<file path="src/hsvh_pkg.sv">
// Shared types, constants and state encodings of the hue-saturation histogram.
package hsvh_pkg;

    localparam int DEF_BINS       = 256;
    localparam int DEF_COUNT_BITS = 24;
    localparam int SUM_BITS       = 32;
    localparam int CHAN_BITS      = 8;
    localparam int FRONT_DIV_BITS = 20;
    localparam int BACK_DIV_BITS  = 32;

    localparam logic REQ_ACCUM = 1'b0;
    localparam logic REQ_READ  = 1'b1;

    typedef struct packed {
        logic                 req_type;
        logic [CHAN_BITS-1:0] hue;
        logic [CHAN_BITS-1:0] sat;
        logic [CHAN_BITS-1:0] value;
    } work_t;

    typedef enum logic [1:0] {
        FR_IDLE,
        FR_SAT,
        FR_HUE,
        FR_PUSH
    } front_state_t;

    typedef enum logic [3:0] {
        BK_CLEAR,
        BK_IDLE,
        BK_FETCH,
        BK_MEAN,
        BK_PROD,
        BK_DIV_W,
        BK_DIV_Q,
        BK_DIV_T,
        BK_DONE
    } back_state_t;

endpackage

</file>
<file path="src/hsvh_div.sv">
// Restoring unsigned divider that produces one quotient bit per cycle.
module hsvh_div #(
    parameter int WIDTH = hsvh_pkg::BACK_DIV_BITS
) (
    input  logic             clk,
    input  logic             rst_n,
    input  logic             start,
    input  logic [WIDTH-1:0] dividend,
    input  logic [WIDTH-1:0] divisor,
    output logic             busy,
    output logic             done,
    output logic [WIDTH-1:0] quotient
);

    localparam int CW = $clog2(WIDTH + 1);

    logic             busy_reg, busy_next;
    logic             done_reg, done_next;
    logic [CW-1:0]    cnt_reg, cnt_next;
    logic [WIDTH:0]   rem_reg;
    logic [WIDTH-1:0] quo_reg;
    logic [WIDTH-1:0] den_reg;
    logic [WIDTH:0]   shifted;
    logic [WIDTH:0]   trial;

    assign shifted = {rem_reg[WIDTH-1:0], quo_reg[WIDTH-1]};
    assign trial   = shifted - {1'b0, den_reg};

    always_comb
    begin
        busy_next = busy_reg;
        done_next = 1'b0;
        cnt_next  = cnt_reg;
        if (start && !busy_reg)
        begin
            busy_next = 1'b1;
            cnt_next  = CW'(WIDTH);
        end
        else if (busy_reg)
        begin
            cnt_next = cnt_reg - 1'b1;
            if (cnt_reg == CW'(1))
            begin
                busy_next = 1'b0;
                done_next = 1'b1;
            end
        end
    end

    always_ff @(posedge clk or negedge rst_n)
    begin
        if (!rst_n)
        begin
            busy_reg <= 1'b0;
            done_reg <= 1'b0;
            cnt_reg  <= '0;
        end
        else
        begin
            busy_reg <= busy_next;
            done_reg <= done_next;
            cnt_reg  <= cnt_next;
        end
    end

    always_ff @(posedge clk)
    begin
        if (start && !busy_reg)
        begin
            rem_reg <= '0;
            quo_reg <= dividend;
            den_reg <= divisor;
        end
        else if (busy_reg)
        begin
            rem_reg <= trial[WIDTH] ? shifted : trial;
            quo_reg <= {quo_reg[WIDTH-2:0], ~trial[WIDTH]};
        end
    end

    assign busy     = busy_reg;
    assign done     = done_reg;
    assign quotient = quo_reg;

endmodule

</file>
<file path="src/hsvh_front.sv">
// Front end: accepts words, converts pixels to hue and saturation bins.
module hsvh_front #(
    parameter int BINS_PER_AXIS = hsvh_pkg::DEF_BINS
) (
    input  logic                           clk,
    input  logic                           rst_n,
    input  logic                           push,
    output logic                           full,
    input  logic                           req_type,
    input  logic [hsvh_pkg::CHAN_BITS-1:0] red,
    input  logic [hsvh_pkg::CHAN_BITS-1:0] green,
    input  logic [hsvh_pkg::CHAN_BITS-1:0] blue,
    input  logic [hsvh_pkg::CHAN_BITS-1:0] hue_bin,
    input  logic [hsvh_pkg::CHAN_BITS-1:0] sat_bin,
    output logic                           work_valid,
    input  logic                           work_ready,
    output hsvh_pkg::work_t                work_word
);

    localparam int M  = BINS_PER_AXIS - 1;
    localparam int DW = hsvh_pkg::FRONT_DIV_BITS;

    hsvh_pkg::front_state_t state_reg, state_next;
    logic [7:0]      red_reg, green_reg, blue_reg, mx_reg, d_reg;
    hsvh_pkg::work_t word_reg;
    logic [7:0]      in_mx, in_mn, in_d;
    logic [11:0]     num;
    logic            accept;
    logic            div_start, div_busy, div_done;
    logic [DW-1:0]   div_dividend, div_divisor, div_quotient;

    always_comb
    begin
        in_mx = red;
        in_mn = red;
        if (green > in_mx) in_mx = green;
        if (blue > in_mx) in_mx = blue;
        if (green < in_mn) in_mn = green;
        if (blue < in_mn) in_mn = blue;
        in_d = in_mx - in_mn;
    end

    always_comb
    begin
        if (red_reg == mx_reg)
        begin
            num = 12'(green_reg) - 12'(blue_reg);
            if (green_reg < blue_reg) num = num + 12'(d_reg) * 12'd6;
        end
        else if (green_reg == mx_reg)
        begin
            num = 12'(d_reg) * 12'd2 + 12'(blue_reg) - 12'(red_reg);
        end
        else
        begin
            num = 12'(d_reg) * 12'd4 + 12'(red_reg) - 12'(green_reg);
        end
    end

    assign accept = push && (state_reg == hsvh_pkg::FR_IDLE);

    always_comb
    begin
        if (state_reg == hsvh_pkg::FR_IDLE)
        begin
            div_dividend = DW'(M) * DW'(in_d);
            div_divisor  = DW'(in_mx);
        end
        else
        begin
            div_dividend = DW'(M) * DW'(num);
            div_divisor  = DW'(d_reg) * DW'(6);
        end
    end

    always_comb
    begin
        state_next = state_reg;
        case (state_reg)
            hsvh_pkg::FR_IDLE:
            begin
                if (accept)
                begin
                    if (req_type == hsvh_pkg::REQ_READ || in_d == 8'd0)
                        state_next = hsvh_pkg::FR_PUSH;
                    else
                        state_next = hsvh_pkg::FR_SAT;
                end
            end
            hsvh_pkg::FR_SAT:  if (div_done) state_next = hsvh_pkg::FR_HUE;
            hsvh_pkg::FR_HUE:  if (div_done) state_next = hsvh_pkg::FR_PUSH;
            hsvh_pkg::FR_PUSH: if (work_ready) state_next = hsvh_pkg::FR_IDLE;
            default:           state_next = hsvh_pkg::FR_IDLE;
        endcase
    end

    always_comb
    begin
        full       = (state_reg != hsvh_pkg::FR_IDLE);
        work_valid = (state_reg == hsvh_pkg::FR_PUSH);
        div_start  = 1'b0;
        case (state_reg)
            hsvh_pkg::FR_IDLE:
                div_start = accept && req_type == hsvh_pkg::REQ_ACCUM && in_d != 8'd0;
            hsvh_pkg::FR_SAT:
                div_start = div_done;
            default:
                div_start = 1'b0;
        endcase
    end

    always_ff @(posedge clk or negedge rst_n)
    begin
        if (!rst_n)
            state_reg <= hsvh_pkg::FR_IDLE;
        else
            state_reg <= state_next;
    end

    always_ff @(posedge clk)
    begin
        if (accept)
        begin
            red_reg   <= red;
            green_reg <= green;
            blue_reg  <= blue;
            mx_reg    <= in_mx;
            d_reg     <= in_d;
            word_reg.req_type <= req_type;
            word_reg.value    <= in_mx;
            if (req_type == hsvh_pkg::REQ_READ)
            begin
                word_reg.hue <= hue_bin;
                word_reg.sat <= sat_bin;
            end
            else
            begin
                word_reg.hue <= '0;
                word_reg.sat <= '0;
            end
        end
        else if (state_reg == hsvh_pkg::FR_SAT && div_done)
        begin
            word_reg.sat <= div_quotient[7:0];
        end
        else if (state_reg == hsvh_pkg::FR_HUE && div_done)
        begin
            word_reg.hue <= div_quotient[7:0];
        end
    end

    assign work_word = word_reg;

    hsvh_div #(.WIDTH(DW)) u_div (
        .clk      (clk),
        .rst_n    (rst_n),
        .start    (div_start),
        .dividend (div_dividend),
        .divisor  (div_divisor),
        .busy     (div_busy),
        .done     (div_done),
        .quotient (div_quotient)
    );

    a_start_idle: assert property (@(posedge clk) disable iff (!rst_n)
        div_start |-> !div_busy)
        else $error("Front divider started while busy.");

    a_full_push: assert property (@(posedge clk) disable iff (!rst_n)
        state_reg == hsvh_pkg::FR_PUSH |-> full && work_valid)
        else $error("Front offered a word while accepting input.");

    a_sat_to_hue: assert property (@(posedge clk) disable iff (!rst_n)
        state_reg == hsvh_pkg::FR_SAT && div_done |=> div_busy)
        else $error("Hue division did not start after saturation.");

endmodule

</file>
<file path="config.mk">
export PLATFORM = sky130hd
export DESIGN_NAME = hsvh_front
export DESIGN_NICKNAME = d
export VERILOG_FILES = /design/src/hsvh_pkg.sv /design/src/hsvh_div.sv /design/src/hsvh_front.sv
export SDC_FILE = /design/constraint.sdc
export NUM_CORES = 1
export LEC_CHECK = 0
export BUFFER_PORTS_ARGS = -buffer_cell sky130_fd_sc_hd__buf_2
export CORE_MARGIN = 4
export CORE_UTILIZATION = 49
export DETAILED_ROUTE_END_ITERATION = 8
export PLACE_DENSITY = 0.66
export REMOVE_ABC_BUFFERS = 1
export SETUP_SLACK_MARGIN = 0.02
export SYNTH_ARGS = -nofsm -noshare
export SYNTH_HDL_FRONTEND = slang
export SYNTH_SLANG_ARGS = --single-unit
export TNS_END_PERCENT = 20
</file>
<file path="constraint.sdc">
create_clock -name clk -period 10.15 [get_ports clk]
set_input_delay 1.5225 -clock clk [delete_from_list [all_inputs] [get_ports clk]]
set_output_delay 1.5225 -clock clk [all_outputs]
set_load 0.01 [all_outputs]
</file>
==> results of run 1 <==
==> critical path, delay by kind of cell <==
family	cells	cell delay, ns
and+or+nand+nor	8	0.91
xor gates and xnor gates	3	0.44
adders and majority gates	9	3.02
muxes	3	0.80
buffers and inverters	10	0.80
AOI/OAI and AO/OA	13	2.37
==> per-layer routing <==
| layer | global-route usage | part of all wire | wire (µm) |
|---|---|---|---|
| met2 | 0.384 | 0.50 | 15500 |
| met5 | 0 | 0 | 0 |
| met3 | 0.0336 | 0.032 | 988 |
| met4 | 0.0526 | 0.019 | 584 |
| met1 | 0.278 | 0.45 | 14100 |
==> cells in the final DEF, fill, tap and decap left out, drive strengths merged, types with 7 or more instances in the layout <==
cell	instances
inv	255
ha	174
buf	172
fa	91
edfxtp	88
a21oi	82
nand2	77
o21ai	72
nor2	69
xnor2	57
xor2	39
mux2	34
mux2i	31
a22o	23
a21o	22
nor3	22
clkbuf	22
dfxtp	20
o21bai	18
nor2b	15
nand3	15
or3	10
nor4	10
and2	9
dfrtp	9
o21a	9
nand2b	8
o22ai	8
nand4	7
o211ai	7
o2bb2ai	7
a21boi	7
==> final cells by class <==
cell class              count  area share
flip-flops and latches    117       0.212
clock inverters            10     0.00527
clock buffers              22      0.0343
inverters                 253      0.0617
well taps                 335      0.0272
multi-input cells         984       0.587
repair buffers            172      0.0729
==> timing repair <==
item	CTS	global route
setup buffers	0	3
setup endpoints to repair	0	4
resized for setup	0	53
==> final timing paths <==
path,from,endpoint,slack [ns],cells past startpoint
worst min register to register,u_div.cnt_reg[4]$_DFFE_PN0P_,u_div.done$_DFF_PN0_,0.49,1
worst min-delay path,u_div.cnt_reg[4]$_DFFE_PN0P_,u_div.done$_DFF_PN0_,0.49,1
max in group asynchronous,rst_n,u_div.cnt_reg[0]$_DFFE_PN0P_,9.01,1
min in group asynchronous,rst_n,u_div.cnt_reg[1]$_DFFE_PN0P_,0.95,1
worst max register to register,green_reg[0]$_DFFE_PP_,u_div.quotient[15]$_DFFE_PP_,1.53,30
worst max-delay path,red[1],u_div.quotient[15]$_DFFE_PP_,0.42,46
==> metrics by stage <==
| stage | setup WS [ns] | instance area, µm² | TNS [ns] |
|---|---|---|---|
| 6_report | 0.419 | 15400 | 0 |
| 5_1_grt | -0.0238 | 15400 | -0.0238 |
| 4_1_cts | 0.174 | 15200 | 0 |
| 3_5_place_dp | -0.212 | 14600 | -0.212 |
| 3_3_place_gp | -0.0160 | 14600 | -0.0160 |
| 2_1_floorplan | -0.524 | 13100 | -0.524 |
==> cells by family after synthesis <==
group / synth area share
AO/OA/AOI/OAI: 0.150
multiplexers: 0.0567
XOR/XNOR: 0.0636
flip-flops: 0.247
adder cells (fa/ha/maj): 0.302
buffers and inverters: 0.0831
AND/OR/NAND/NOR: 0.0967
==> out/qor.txt, run 1 <==
Req. time, crit path: 10.32 ns
DIE AREA: 0.0297 mm²
Multi-input gate area: 0.00906 mm²
Slew Limit Fails: 0
routability cong.: 0.910
Inserted Clock Buffers: 17
Routed Antenna Nets: 0
fillers: 2287
Worst setup SP type: input port
ratio of cells with drive above 1 in the final layout: 0.189
outcome: finished clean
die height: 172 µm
placed cells: 1858
final core occ: 0.587
max cap viols: 0
Relative slew margins: 0.175
final hold viol count: 0
Commonest cells post-synth: 252 x inv_1, 174 x ha_1, 91 x fa_1
clk sinks: 117
vias in the first global route: 10400
worst skew pair latency: 0.42 ns
Hold Buf Count CTS: 0
per-cell routed wire length: 16.5 µm
root buf cell: clkbuf_16
top_reg_cell synth: edfxtp_1
Slew @ Worst Pin: 1.22 ns
Slowest-stage cell, CP: fa_1
CP Max Fanout: 7
post-synth top area cell: edfxtp_1
fin crit share: 0.959
crit-path max cell delay: 0.53 ns
non-filler cells, final: 1893
initial antenna violation count: 0
Initial Util: 0.503
DRC: 0
CTS tree: built
sequential share of the synthesized area: 0.247
Post-Syn Area per Cell: 9.55 µm²
gr ovfl total: 0
synthesized flop and latch total: 117
register area: 0.00327 mm²
Critical Path Most Common Cell: inv_1
ANT cells: 0
Post-synth EDFFs: 88
first-pass GRT wire length: 51300 µm
DP Wirelength: 25400 µm
CP Class: input port to register
max frequency: 0.103 GHz
NumNets Final: 1855
cell count after synthesis: 1384
Hold WC Path Type: register to register
crit path DAT: 9.90 ns
Synth async-reset ratio: 0.0769
IO Pins: 72
GRT Total Usage: 0.216
Setup Skew: 0.0139 ns
Post-Syn Area: 0.0132 mm²
Core ar.: 0.0263 mm²
DR vias: 10200
area fraction of the dominant cell type after synthesis: 0.200
clock buffer depth: 2
Warnings, synthesis: 0
row cnt: 59
H-tree levels: 4
largest cells by area after synthesis: edfxtp_1 20%, ha_1 16%, fa_1 14%
Setup crit end kind: register
drt pass-1 iters: 6
Chip Width: 172 µm
largest net degree at the start of global routing: 43
Yosys cell types: 81
min cycle time layout: 9.73 ns
Largest register FFs: 25
count leader, synth: inv_1
DRT iter0 DRCs: 549
area grow syn2layout: 16.7%
port bufs: 71
count of final setup violators: 0
Hold Slack: 0.489 ns
via density per instance: 5.39
overall routed net length: 31200 µm
Clk pin slew, worst setup/hold paths: 0.06 ns
Power of run 1 is left out: the tool's default activity adds up to more than one toggle a clock period on the data nets, which glitch-free logic cannot reach.
==> run 2: changes to the inputs <==
--- a/config.mk
+++ b/config.mk
@@ -5,7 +5,9 @@
 export SDC_FILE = /design/constraint.sdc
 export NUM_CORES = 1
 export LEC_CHECK = 0
+export ABC_AREA = 1
 export BUFFER_PORTS_ARGS = -buffer_cell sky130_fd_sc_hd__buf_2
+export CORE_ASPECT_RATIO = 1.1
 export CORE_MARGIN = 4
 export CORE_UTILIZATION = 49
 export DETAILED_ROUTE_END_ITERATION = 8
==> run 2 against run 1 <==
Against the previous run: wire length increased by 0.57%; cell area down 6.0%; register-to-register slack better by 0.15 ns; critical path type unchanged; largest cell class unchanged; highest routed layer unchanged.
==> out/qor.txt, run 2 <==
outcome: finished clean
Inserted Clock Buffers: 17
root buf cell: clkbuf_16
Setup crit end kind: register
CP Max Fanout: 16
DP Wirelength: 25900 µm
vias in the first global route: 11000
Warnings, synthesis: 0
IO Pins: 72
Hold Buf Count CTS: 0
max cap viols: 0
Post-Syn Area: 0.0131 mm²
Post-CTS Setup Inserts: 0
Initial Util: 0.500
max frequency: 0.107 GHz
commonest non-fill, non-tap cell in the layout: nand2_1
Largest register FFs: 25
area fraction of the dominant cell type after synthesis: 0.202
DR vias: 10700
DIE AREA: 0.0294 mm²
Hold WC Path Type: register to register
synthesized flop and latch total: 117
final hold viol count: 0
RSZ-0062 raised after global routing: no
routability cong.: 0.907
largest cells by area after synthesis: edfxtp_1 20%, ha_1 17%, fa_1 14%
setup_tns: 0 ns
Commonest cells post-synth: 334 x nand2_1, 326 x inv_1, 174 x ha_1
count of final setup violators: 0
fin crit share: 0.922
most frequent cells in the layout: 333 x nand2_1, 325 x inv_1, 174 x ha_1, 114 x o21ai_0, 99 x a21oi_1
via density per instance: 5.16
H-tree levels: 4
Slew @ Worst Pin: 0.967 ns
ratio of cells with drive above 1 in the final layout: 0.0998
Slowest-stage cell, CP: fa_1
Worst setup SP type: input port
Post-Syn Area per Cell: 8.04 µm²
count leader, synth: nand2_1
port bufs: 71
gr ovfl total: 0
sequential share of the synthesized area: 0.249
top_reg_cell synth: edfxtp_1
placed cells: 2043
area grow syn2layout: 10.7%
Routed Antenna Nets: 0
Req. time, crit path: 10.32 ns
crit path DAT: 9.53 ns
Synth async-reset ratio: 0.0769
first-pass GRT wire length: 53300 µm
GRT Total Usage: 0.223
NumNets Final: 2020
fillers: 2498
Yosys cell types: 50
Core ar.: 0.0262 mm²
Slew Limit Fails: 0
CP Class: input port to register
per-cell routed wire length: 15.1 µm
non-filler cells, final: 2075
ANT cells: 0
worst skew pair latency: 0.42 ns
clk sinks: 117
die height: 179 µm
overall routed net length: 31400 µm
Critical Path Most Common Cell: inv_1
Chip Width: 164 µm
post-synth top area cell: edfxtp_1
drt pass-1 iters: 6
Top delay family on crit path: adder cells
Post-synth EDFFs: 88
cell count after synthesis: 1630
row cnt: 62
DRT iter0 DRCs: 574
Setup Skew: 0.00955 ns
Clk pin slew, worst setup/hold paths: 0.06 ns
CTS tree: built
crit-path max cell delay: 0.53 ns
DRC: 0
cts repair resizes: 0
min cycle time layout: 9.36 ns
largest net degree at the start of global routing: 42
Worst Path Buf+Inv: 11
Relative slew margins: 0.354
clock buffer depth: 2
initial antenna violation count: 0
[run 2: changes by cell type after synthesis, sizes merged, moves of 23 or more]
cell | previous run | this run
inv | 253 | 330
xnor2 | 57 | 19
a22o | 23 | 0
o21ai | 72 | 125
mux2i | 31 | 1
nand2 | 77 | 344
nand3 | 15 | 59
nor2 | 69 | 96
mux2 | 34 | 0
[run 2: final timing paths]
path | from | end | slack [ns] | cells past startpoint
max | red[5] | u_div.quotient[14]$_DFFE_PP_ | 0.79 | 52
min | u_div.rem_reg[1]$_SDFFE_PP0P_ | u_div.rem_reg[1]$_SDFFE_PP0P_ | 0.47 | 2
max reg2reg | green_reg[0]$_DFFE_PP_ | u_div.quotient[18]$_DFFE_PP_ | 1.68 | 44
min reg2reg | u_div.rem_reg[1]$_SDFFE_PP0P_ | u_div.rem_reg[1]$_SDFFE_PP0P_ | 0.47 | 2
max in group asynchronous | rst_n | state_reg[1]$_DFFE_PN0P_ | 9.02 | 1
min in group asynchronous | rst_n | u_div.cnt_reg[3]$_DFFE_PN0P_ | 0.95 | 1
[run 2: cell families (layout without fill, tap and decap cells)]
kind of cell,count (synthesis),count (layout),share of synthesized area
compound gates,290,290,0.124
buf+inv,360,453,0.106
fa+ha+maj,265,265,0.305
xor+xnor,51,51,0.0341
mux,1,1,0.000764
simple gates,546,546,0.180
flops,117,117,0.249
[run 2: through the flow]
stage	cell area (µm²)	utilization	hold WS, ns	setup WS [ns]
after floorplan	13000	-	0.419	0.875
after detailed placement	13900	0.530	0.461	0.167
final	14500	0.553	0.466	0.787
after global routing	14500	0.553	0.494	0.0247
after CTS	14500	0.553	0.468	0.574
after global placement	13900	0.530	0.451	0.218
[run 2: cell type report]
type	instances	area [µm²]	share of cell area
timing repair buffer	91	505	0.0348
sequential	117	3270	0.225
tap	352	440	0.0304
clock inverter	13	158	0.0109
multi-input combinational	1153	8460	0.583
inverter	330	1240	0.0854
clock buffer	19	433	0.0298
[run 2: routing by layer]
layer,share of wire,GRT usage,wire [µm],up-vias
met5,0,0,0,-
met4,0.022,0.0658,681,0
met3,0.047,0.0435,1490,53
met2,0.47,0.366,14900,195
met1,0.46,0.298,14300,5027
li1,-,-,-,5422
[run 2: worst min-delay path: cells and delay by family (launching register included)]
family / cells / cell delay [ns]
DFF: 1 / 0.32
and+or+nand+nor: 2 / 0.10
Power of run 2 is left out for the same reason.
